**config.mk**
```make
export PLATFORM = sky130hd
export DESIGN_NAME = adsr_envelope_generator_unit
export DESIGN_NICKNAME = d
export VERILOG_FILES = /design/src/rtl/core/adsr_pkg.sv /design/src/rtl/core/adsr_core.sv /design/src/rtl/core/adsr_envelope_generator_unit.sv
export VERILOG_INCLUDE_DIRS = /design/src /design/src/rtl/core
export SDC_FILE = /design/constraint.sdc
export NUM_CORES = 2
export LEC_CHECK = 0
export ABC_AREA = 1
export BUFFER_PORTS_ARGS = -buffer_cell sky130_fd_sc_hd__buf_2
export CAP_MARGIN = 40
export CORE_MARGIN = 2
export CORE_UTILIZATION = 25
export DETAILED_ROUTE_END_ITERATION = 16
export GPL_TIMING_DRIVEN = 0
export SYNTH_ARGS = -nofsm -noshare
export SYNTH_HDL_FRONTEND = slang
export SYNTH_SLANG_ARGS = --single-unit
export TNS_END_PERCENT = 100
```
**constraint.sdc**
```tcl
create_clock -name clock -period 5.98 [get_ports clock]
set_input_delay 0.299 -clock clock [delete_from_list [all_inputs] [get_ports clock]]
set_output_delay 0.299 -clock clock [all_outputs]
set_load 0.02 [all_outputs]
```
**src/rtl/core/assert_macros.svh**
```systemverilog
// assertion macros used by the top-level rtl file
`ifndef ASSERT_MACROS_SVH
`define ASSERT_MACROS_SVH

// same-cycle implication
`define ASSERT_IMPL(label, clk, rst, pre, post) \
   label: assert property (@(posedge clk) disable iff (rst) (pre) |-> (post)) \
      else $error("same-cycle implication violated");

// next-cycle implication
`define ASSERT_NEXT(label, clk, rst, pre, post) \
   label: assert property (@(posedge clk) disable iff (rst) (pre) |=> (post)) \
      else $error("next-cycle implication violated");

`endif

```
**src/rtl/core/adsr_pkg.sv**
```systemverilog
// types and constants of the adsr envelope generator
`default_nettype none

package adsr_pkg;

   localparam int TIME_W     = 32;
   localparam int LEVEL_W    = 16;
   localparam int LEVEL_FRAC = 15;
   localparam int PROD_W     = TIME_W + LEVEL_W;
   localparam int DIV_STEPS  = LEVEL_W;
   localparam int CNT_W      = $clog2(DIV_STEPS);
   localparam int CSR_IDX_W  = 3;

   localparam logic [LEVEL_W-1:0] LEVEL_ONE   = LEVEL_W'(1 << LEVEL_FRAC);
   localparam logic [LEVEL_W-1:0] LEVEL_FLOOR = LEVEL_W'((1 << LEVEL_FRAC) / 10000);

   localparam logic [1:0] MODE_SAMPLE = 2'd0;
   localparam logic [1:0] MODE_ON     = 2'd1;
   localparam logic [1:0] MODE_OFF    = 2'd2;

   localparam logic [1:0] STAGE_ATTACK  = 2'd0;
   localparam logic [1:0] STAGE_DECAY   = 2'd1;
   localparam logic [1:0] STAGE_SUSTAIN = 2'd2;
   localparam logic [1:0] STAGE_RELEASE = 2'd3;

   localparam logic [CSR_IDX_W-1:0] CSR_ATTACK  = 3'd0;
   localparam logic [CSR_IDX_W-1:0] CSR_DECAY   = 3'd1;
   localparam logic [CSR_IDX_W-1:0] CSR_RELEASE = 3'd2;
   localparam logic [CSR_IDX_W-1:0] CSR_SUSTAIN = 3'd3;
   localparam logic [CSR_IDX_W-1:0] CSR_START   = 3'd4;

   localparam logic [TIME_W-1:0]  RST_ATTACK  = 32'd655;
   localparam logic [TIME_W-1:0]  RST_DECAY   = 32'd65536;
   localparam logic [TIME_W-1:0]  RST_RELEASE = 32'd65536;
   localparam logic [LEVEL_W-1:0] RST_SUSTAIN = 16'd0;
   localparam logic [LEVEL_W-1:0] RST_START   = 16'd32768;

   typedef struct packed {
      logic [TIME_W-1:0]  attack_time;
      logic [TIME_W-1:0]  decay_time;
      logic [TIME_W-1:0]  release_time;
      logic [LEVEL_W-1:0] sustain_level;
      logic [LEVEL_W-1:0] start_level;
   } cfg_type;

   typedef struct packed {
      logic [1:0]        mode;
      logic [TIME_W-1:0] now;
   } req_type;

   typedef struct packed {
      logic [LEVEL_W-1:0] amplitude;
      logic [1:0]         stage;
   } rsp_type;

   typedef struct packed {
      logic idle;
      logic done;
   } status_type;

endpackage

`default_nettype wire

```
**src/rtl/core/adsr_core.sv**
```systemverilog
// envelope sequencer with shared subtractor, multiplier and restoring divider
`default_nettype none

module adsr_core (
   input  logic                 clock,
   input  logic                 reset,
   input  logic                 start,
   input  adsr_pkg::req_type    req,
   input  adsr_pkg::cfg_type    cfg,
   input  logic                 take,
   output adsr_pkg::status_type status,
   output adsr_pkg::rsp_type    result
);
   import adsr_pkg::*;

   typedef enum logic [6:0] {
      ST_IDLE = 7'b0000001,
      ST_LIFE = 7'b0000010,
      ST_ATK  = 7'b0000100,
      ST_DEC  = 7'b0001000,
      ST_MUL  = 7'b0010000,
      ST_DIV  = 7'b0100000,
      ST_FIN  = 7'b1000000
   } state_type;

   state_type            state_ff, state_in;
   logic                 held_ff, held_in;
   logic [TIME_W-1:0]    on_ff, on_in;
   logic [TIME_W-1:0]    off_ff, off_in;
   logic [TIME_W-1:0]    now_ff, now_in;
   logic [TIME_W-1:0]    diff_ff, diff_in;
   logic [1:0]           stage_ff, stage_in;
   logic [TIME_W-1:0]    mul_a_ff, mul_a_in;
   logic [LEVEL_W-1:0]   mul_b_ff, mul_b_in;
   logic [TIME_W-1:0]    div_d_ff, div_d_in;
   logic [LEVEL_W-1:0]   base_ff, base_in;
   logic                 sub_ff, sub_in;
   logic [TIME_W-1:0]    rem_ff, rem_in;
   logic [LEVEL_W-1:0]   low_ff, low_in;
   logic [LEVEL_W-1:0]   quo_ff, quo_in;
   logic [CNT_W-1:0]     cnt_ff, cnt_in;

   logic [TIME_W-1:0]    attack_dur, decay_dur, release_dur;
   logic [LEVEL_W-1:0]   sus_lvl, peak_lvl;
   logic [TIME_W:0]      alu_x, alu_y;
   logic [TIME_W+1:0]    alu_res;
   logic                 alu_borrow, alu_zero;
   logic [PROD_W-1:0]    product;
   logic [LEVEL_W:0]     lvl_sum;
   logic [LEVEL_W-1:0]   amp_out;

   // zero duration acts as one, levels clamp at one
   assign attack_dur  = (cfg.attack_time  == '0) ? TIME_W'(1) : cfg.attack_time;
   assign decay_dur   = (cfg.decay_time   == '0) ? TIME_W'(1) : cfg.decay_time;
   assign release_dur = (cfg.release_time == '0) ? TIME_W'(1) : cfg.release_time;
   assign sus_lvl  = (cfg.sustain_level > LEVEL_ONE) ? LEVEL_ONE : cfg.sustain_level;
   assign peak_lvl = (cfg.start_level   > LEVEL_ONE) ? LEVEL_ONE : cfg.start_level;

   // shared subtractor
   always_comb begin
      alu_x = '0;
      alu_y = '0;
      case (state_ff)
         ST_LIFE: begin
            alu_x = {1'b0, now_ff};
            alu_y = {1'b0, held_ff ? on_ff : off_ff};
         end
         ST_ATK: begin
            alu_x = {1'b0, diff_ff};
            alu_y = {1'b0, held_ff ? attack_dur : release_dur};
         end
         ST_DEC: begin
            alu_x = {1'b0, decay_dur};
            alu_y = {1'b0, diff_ff};
         end
         ST_DIV: begin
            alu_x = {rem_ff, low_ff[LEVEL_W-1]};
            alu_y = {1'b0, div_d_ff};
         end
         default: begin
            alu_x = '0;
            alu_y = '0;
         end
      endcase
   end

   assign alu_res    = {1'b0, alu_x} - {1'b0, alu_y};
   assign alu_borrow = alu_res[TIME_W+1];
   assign alu_zero   = (alu_res[TIME_W:0] == '0);

   assign product = PROD_W'(mul_a_ff) * PROD_W'(mul_b_ff);

   assign lvl_sum = sub_ff ? ({1'b0, base_ff} - {1'b0, quo_ff})
                           : ({1'b0, base_ff} + {1'b0, quo_ff});
   assign amp_out = (lvl_sum <= {1'b0, LEVEL_FLOOR}) ? '0 : lvl_sum[LEVEL_W-1:0];

   always_comb begin
      state_in = state_ff;
      held_in  = held_ff;
      on_in    = on_ff;
      off_in   = off_ff;
      now_in   = now_ff;
      diff_in  = diff_ff;
      stage_in = stage_ff;
      mul_a_in = mul_a_ff;
      mul_b_in = mul_b_ff;
      div_d_in = div_d_ff;
      base_in  = base_ff;
      sub_in   = sub_ff;
      rem_in   = rem_ff;
      low_in   = low_ff;
      quo_in   = quo_ff;
      cnt_in   = cnt_ff;
      case (state_ff)
         ST_IDLE: begin
            if (start) begin
               now_in   = req.now;
               state_in = ST_LIFE;
               if (req.mode == MODE_ON) begin
                  on_in   = req.now;
                  held_in = 1'b1;
               end else if (req.mode == MODE_OFF) begin
                  off_in  = req.now;
                  held_in = 1'b0;
               end
            end
         end
         ST_LIFE: begin
            if (alu_borrow) begin
               // before the trigger
               mul_a_in = '0;
               mul_b_in = '0;
               div_d_in = attack_dur;
               base_in  = '0;
               sub_in   = 1'b0;
               stage_in = held_ff ? STAGE_ATTACK : STAGE_RELEASE;
               state_in = ST_MUL;
            end else begin
               diff_in  = alu_res[TIME_W-1:0];
               state_in = ST_ATK;
            end
         end
         ST_ATK: begin
            if (held_ff) begin
               if (alu_borrow || alu_zero) begin
                  mul_a_in = diff_ff;
                  mul_b_in = peak_lvl;
                  div_d_in = attack_dur;
                  base_in  = '0;
                  sub_in   = 1'b0;
                  stage_in = STAGE_ATTACK;
                  state_in = ST_MUL;
               end else begin
                  diff_in  = alu_res[TIME_W-1:0];
                  state_in = ST_DEC;
               end
            end else begin
               stage_in = STAGE_RELEASE;
               div_d_in = release_dur;
               state_in = ST_MUL;
               if (!alu_borrow) begin
                  // release finished
                  mul_a_in = '0;
                  mul_b_in = '0;
                  base_in  = '0;
                  sub_in   = 1'b0;
               end else begin
                  mul_a_in = diff_ff;
                  mul_b_in = sus_lvl;
                  base_in  = sus_lvl;
                  sub_in   = 1'b1;
               end
            end
         end
         ST_DEC: begin
            div_d_in = decay_dur;
            state_in = ST_MUL;
            if (!alu_borrow) begin
               mul_a_in = diff_ff;
               base_in  = peak_lvl;
               stage_in = STAGE_DECAY;
               if (sus_lvl >= peak_lvl) begin
                  mul_b_in = sus_lvl - peak_lvl;
                  sub_in   = 1'b0;
               end else begin
                  mul_b_in = peak_lvl - sus_lvl;
                  sub_in   = 1'b1;
               end
            end else begin
               mul_a_in = '0;
               mul_b_in = '0;
               base_in  = sus_lvl;
               sub_in   = 1'b0;
               stage_in = STAGE_SUSTAIN;
            end
         end
         ST_MUL: begin
            rem_in   = product[PROD_W-1:LEVEL_W];
            low_in   = product[LEVEL_W-1:0];
            quo_in   = '0;
            cnt_in   = '0;
            state_in = ST_DIV;
         end
         ST_DIV: begin
            rem_in = alu_borrow ? alu_x[TIME_W-1:0] : alu_res[TIME_W-1:0];
            low_in = {low_ff[LEVEL_W-2:0], 1'b0};
            quo_in = {quo_ff[LEVEL_W-2:0], ~alu_borrow};
            cnt_in = cnt_ff + CNT_W'(1);
            if (cnt_ff == CNT_W'(DIV_STEPS - 1)) begin
               state_in = ST_FIN;
            end
         end
         ST_FIN: begin
            if (take) begin
               state_in = ST_IDLE;
            end
         end
         default: begin
            state_in = ST_IDLE;
         end
      endcase
   end

   always_ff @(posedge clock) begin
      if (reset) begin
         state_ff <= ST_IDLE;
         held_ff  <= 1'b0;
         on_ff    <= '0;
         off_ff   <= '0;
      end else begin
         state_ff <= state_in;
         held_ff  <= held_in;
         on_ff    <= on_in;
         off_ff   <= off_in;
      end
   end

   always_ff @(posedge clock) begin
      now_ff   <= now_in;
      diff_ff  <= diff_in;
      stage_ff <= stage_in;
      mul_a_ff <= mul_a_in;
      mul_b_ff <= mul_b_in;
      div_d_ff <= div_d_in;
      base_ff  <= base_in;
      sub_ff   <= sub_in;
      rem_ff   <= rem_in;
      low_ff   <= low_in;
      quo_ff   <= quo_in;
      cnt_ff   <= cnt_in;
   end

   assign status.idle      = (state_ff == ST_IDLE);
   assign status.done      = (state_ff == ST_FIN);
   assign result.amplitude = amp_out;
   assign result.stage     = stage_ff;

endmodule

`default_nettype wire

```
**src/rtl/core/adsr_envelope_generator_unit.sv**
```systemverilog
// top level of the linear adsr envelope generator
//
// channel   dir   handshake              payload
// req       in    req_tvalid/req_tready  tdata: now, tuser: mode
// rsp       out   rsp_tvalid/rsp_tready  tdata: amplitude, tuser: stage
// csr       in    csr_we                 csr_index, csr_wdata
//
// a 16-step restoring divider forms the ramp quotient of each request
// req_tready is high only while the sequencer is idle
// a finished result waits in the sequencer while the output register is held
// synchronous active-high reset restores register defaults and releases the note
`default_nettype none
`include "assert_macros.svh"

module adsr_envelope_generator_unit (
   input  logic                           clock,
   input  logic                           reset,
   input  logic                           req_tvalid,
   output logic                           req_tready,
   input  logic [31:0]                    req_tdata,   // now
   input  logic [1:0]                     req_tuser,   // mode
   output logic                           rsp_tvalid,
   input  logic                           rsp_tready,
   output logic [15:0]                    rsp_tdata,   // amplitude
   output logic [1:0]                     rsp_tuser,   // stage
   input  logic                           csr_we,
   input  logic [adsr_pkg::CSR_IDX_W-1:0] csr_index,
   input  logic [31:0]                    csr_wdata
);
   import adsr_pkg::*;

   cfg_type    cfg_ff, cfg_in;
   logic       rsp_valid_ff, rsp_valid_in;
   rsp_type    rsp_data_ff, rsp_data_in;
   req_type    core_req;
   rsp_type    core_rsp;
   status_type core_status;
   logic       start;
   logic       take;

   always_comb begin
      cfg_in = cfg_ff;
      if (csr_we) begin
         case (csr_index)
            CSR_ATTACK:  cfg_in.attack_time   = csr_wdata;
            CSR_DECAY:   cfg_in.decay_time    = csr_wdata;
            CSR_RELEASE: cfg_in.release_time  = csr_wdata;
            CSR_SUSTAIN: cfg_in.sustain_level = csr_wdata[LEVEL_W-1:0];
            CSR_START:   cfg_in.start_level   = csr_wdata[LEVEL_W-1:0];
            default:     cfg_in = cfg_ff;
         endcase
      end
   end

   always_ff @(posedge clock) begin
      if (reset) begin
         cfg_ff.attack_time   <= RST_ATTACK;
         cfg_ff.decay_time    <= RST_DECAY;
         cfg_ff.release_time  <= RST_RELEASE;
         cfg_ff.sustain_level <= RST_SUSTAIN;
         cfg_ff.start_level   <= RST_START;
      end else begin
         cfg_ff <= cfg_in;
      end
   end

   assign req_tready    = core_status.idle;
   assign start         = req_tvalid && req_tready;
   assign core_req.mode = req_tuser;
   assign core_req.now  = req_tdata;

   adsr_core u_core (
      .clock  (clock),
      .reset  (reset),
      .start  (start),
      .req    (core_req),
      .cfg    (cfg_ff),
      .take   (take),
      .status (core_status),
      .result (core_rsp)
   );

   // output register
   assign take = !rsp_valid_ff || rsp_tready;

   always_comb begin
      rsp_valid_in = rsp_valid_ff;
      rsp_data_in  = rsp_data_ff;
      if (core_status.done && take) begin
         rsp_valid_in = 1'b1;
         rsp_data_in  = core_rsp;
      end else if (rsp_tready) begin
         rsp_valid_in = 1'b0;
      end
   end

   always_ff @(posedge clock) begin
      if (reset) begin
         rsp_valid_ff <= 1'b0;
      end else begin
         rsp_valid_ff <= rsp_valid_in;
      end
   end

   always_ff @(posedge clock) begin
      rsp_data_ff <= rsp_data_in;
   end

   assign rsp_tvalid = rsp_valid_ff;
   assign rsp_tdata  = rsp_data_ff.amplitude;
   assign rsp_tuser  = rsp_data_ff.stage;

   `ASSERT_NEXT(a_busy_after_req, clock, reset, req_tvalid && req_tready, !req_tready)
   `ASSERT_IMPL(a_idle_not_done, clock, reset, req_tready, !core_status.done)
   `ASSERT_IMPL(a_amp_max, clock, reset, rsp_tvalid, rsp_tdata <= LEVEL_ONE)
   `ASSERT_IMPL(a_amp_floor, clock, reset, rsp_tvalid, rsp_tdata == '0 || rsp_tdata > LEVEL_FLOOR)

endmodule

`default_nettype wire

```
==> impl_metrics.py <==
metrics = {
    "cts": {
        "max-clock-path-buffers": 3,
        "cts-htree-levels": 2,
        "clk_latency_ns": 0.65,
        "clock-root-buffer": "clkbuf_16",
        "numCtsBuffers": 54,
        "cts_sinks": 450,
        "clkTransAtPathRegs_ns": 0.07,
        "cts_tree": "done",
    },
    "synth": {
        "synth-seq-cells": 450,
        "synth_cells": 5421,
        "synthDistinctLibCells": 59,
        "yosysSeqAreaShare": 0.276,
        "ys_warn_count": 0,
        "yosys_most_used_dff": "edfxtp_1",
        "synth_edf_count": 249,
        "synth-async-reset-ratio": 0,
        "synth.cell_area_mm2": 0.0417,
        "synth_nets": 6120,
        "avgSynthCellArea_um2": 7.69,
    },
    "setup_path": {
        "critical_path.endpoint_type": "register",
        "cp.required_ns": 6.37,
        "cp-start-kind": "register",
        "cpMaxStageDelayCell": "fa_1",
        "regToRegEndpoint": "u_core.rem_ff[18]",
        "reg2reg_depth": 25,
        "cp_max_fo": 5,
        "timing_worst_setup_path_type": "register to register",
        "cp.arrival_ns": 6.60,
        "regToRegStartpoint": "u_core.mul_a_ff[11]",
        "max_stage_delay_ns": 0.58,
        "critPathMostFrequentCell": "fa_1",
        "r2r_slack_ns": -0.23,
    },
    "hold_path": {
        "min_from": "csr_wdata[13]",
        "hold_depth": 3,
        "min_to": "cfg_ff[109]",
        "min_path_type": "primary input to register",
    },
    "detailed_routing": {
        "drtPass1Iterations": 6,
        "wl_um": 170000,
        "routed_via_density": 4.89,
        "final_antenna_net_count": 0,
        "vias": 39400,
        "detail_route.wl_per_cell_um": 21.0,
        "drtIter0Drc": 3894,
        "drc": 0,
    },
    "placement": {
        "dp_hpwl_um": 133000,
        "place_congestion": 0.976,
        "portBuffers": 92,
        "place_ws_ns": -1.49,
    },
    "timing": {
        "rsz0062_at_grt": "yes",
        "clock.fmax_mhz": 161,
        "report.final.slew_viol_count": 0,
        "setup_tns_ns": -2.19,
        "timing.hold.ws_ns": 0.0238,
        "worst_slack_ns": -0.234,
        "clock_skew_ns": 0.0607,
        "period_minus_slack_ns": 6.21,
        "worst_pin_slew_ns": 0.879,
        "setup_viol": 20,
        "hold_viol": 0,
        "slew_headroom": 0.409,
        "fin_crit_sh": 1.04,
    },
    "grt": {
        "grt_pass1_wl_um": 247000,
        "grt_pass1_vias": 38500,
        "grt_usage": 0.194,
        "grt_max_degree": 49,
        "grt_overflow": 0,
        "antenna_found_initial": 4,
    },
    "floorplan": {
        "die-area_mm2": 0.170,
        "coreArea_mm2": 0.165,
        "rows": 149,
        "dieWidth_um": 412,
        "start_util": 0.252,
        "die_h_um": 412,
        "io_pins": 94,
    },
    "layout": {
        "fin_nets": 6527,
        "drive_gt1_frac": 0.172,
        "syn_to_final_growth_pct": 26.4,
    },
    "run_status": {
        "violations": "negative setup slack",
        "status": "finished with violations",
    },
    "job": {
        "drv_cap": 0,
    },
}
[registers in the layout (all words and copies together), names as in the netlist]
name / cells
u_core.mul_a_ff: 32
u_core.now_ff: 32
u_core.off_ff: 32
u_core.mul_b_ff: 16
u_core.cnt_ff: 4
u_core.held_ff: 1
rsp_tuser: 2
rsp_tdata: 16
u_core.base_ff: 16
u_core.state_ff: 7
u_core.sub_ff: 1
u_core.low_ff: 16
u_core.quo_ff: 16
u_core.stage_ff: 2
u_core.div_d_ff: 32
u_core.rem_ff: 32
rsp_tvalid: 1
cfg_ff: 128
u_core.on_ff: 32
u_core.diff_ff: 32
[stage by stage]
| step | utilization | instance area, um2 | cells |
|---|---|---|---|
| 2_1_floorplan | - | 41700 | 5421 |
| 3_3_place_gp | 0.271 | 44900 | 7702 |
| 3_5_place_dp | 0.274 | 45200 | 7735 |
| 4_1_cts | 0.307 | 50700 | 7998 |
| 5_1_grt | 0.318 | 52700 | 8062 |
| 6_report | 0.319 | 52700 | 8064 |
[worst max path at each step]
| stage | cells past startpoint | end | startpoint | slack, ns |
|---|---|---|---|---|
| after floorplan | 24 | u_core.rem_ff[18] | u_core.mul_a_ff[8] | 0.17 |
| after global placement | 22 | u_core.base_ff[12] | u_core.held_ff | -3.52 |
| after detailed placement | 24 | u_core.rem_ff[19] | u_core.mul_a_ff[11] | -1.49 |
| after CTS | 25 | u_core.rem_ff[28] | u_core.mul_b_ff[15] | -0.25 |
| after global routing | 26 | u_core.rem_ff[26] | u_core.mul_b_ff[15] | -0.41 |
| final | 25 | u_core.rem_ff[18] | u_core.mul_a_ff[11] | -0.23 |
[worst max-delay path, delay by kind of cell (launching register included)]
family	cells	cell delay (ns)
compound gates	2	0.29
flops	1	0.34
buf+inv	7	0.82
fa+ha+maj	7	3.44
simple gates	9	1.05
[metal layers]
layer	share of wire	wire length [um]	vias up	GRT usage
met4	0.058	9870	2	0.0919
met5	0.000065	11	-	0
met2	0.45	77000	1823	0.314
met3	0.083	14100	453	0.0299
li1	-	-	17800	-
met1	0.40	68500	19300	0.252
[cells in the final DEF (no fill, tap or decap), types with 73 or more instances in the layout]
master	Yosys	layout
clkbuf_1	206	96
nand3_1	131	99
buf_6	3	73
ha_1	203	173
inv_1	1127	1050
a21oi_1	273	233
buf_4	4	128
edfxtp_1	249	249
nor2_1	438	393
buf_2	35	131
fa_1	422	399
inv_2	6	74
nand2_1	1288	1204
o21ai_0	303	255
dfxtp_1	201	201
[cells by family (layout without fill, tap and decap cells)]
family,count (synthesis),in the layout,synth area share
simple gates,2027,2027,0.196
buf+inv,1389,1841,0.127
compound gates,862,862,0.123
fa+ha+maj,625,625,0.264
flops,450,450,0.276
xor+xnor,68,68,0.0143
other cells,0,2,0
[synth_stat cells, types with 40 or more instances]
cell	n	area share
a21oi_1	273	0.033
fa_1	422	0.20
o21ai_0	303	0.036
inv_1	1127	0.10
nand2_1	1288	0.12
nor2_1	438	0.039
ha_1	203	0.061
dfxtp_1	201	0.097
xor2_1	40	0.0084
a211oi_1	66	0.012
nand3_1	131	0.016
edfxtp_1	249	0.18
nor3_1	42	0.0050
clkbuf_1	206	0.019
[layout make-up]
cell class / instances / area [um2]
timing repair inverter: 1 / 8.76
fill: 17200 / 113000
timing repair buffer: 389 / 3480
multi-input combinational: 3582 / 27300
antenna: 2 / 5.00
sequential: 450 / 11500
inverter: 1136 / 4310
clock inverter: 28 / 280
tap: 2189 / 2740
buffer: 214 / 1520
clock buffer: 73 / 1540
[timing repair]
| action | CTS | global route |
|---|---|---|
| hold endpoints to repair | 108 | 0 |
| hold buffers | 60 | 0 |
| setup buffers | 133 | 70 |
| gates cloned | 2 | 6 |
| gates resized for setup | 532 | 437 |
| endpoints found under the setup margin | 136 | 95 |
| pin swaps | 121 | 186 |
Power is left out: the tool's default activity adds up to more than one toggle a clock period on the data nets, which glitch-free logic cannot reach.
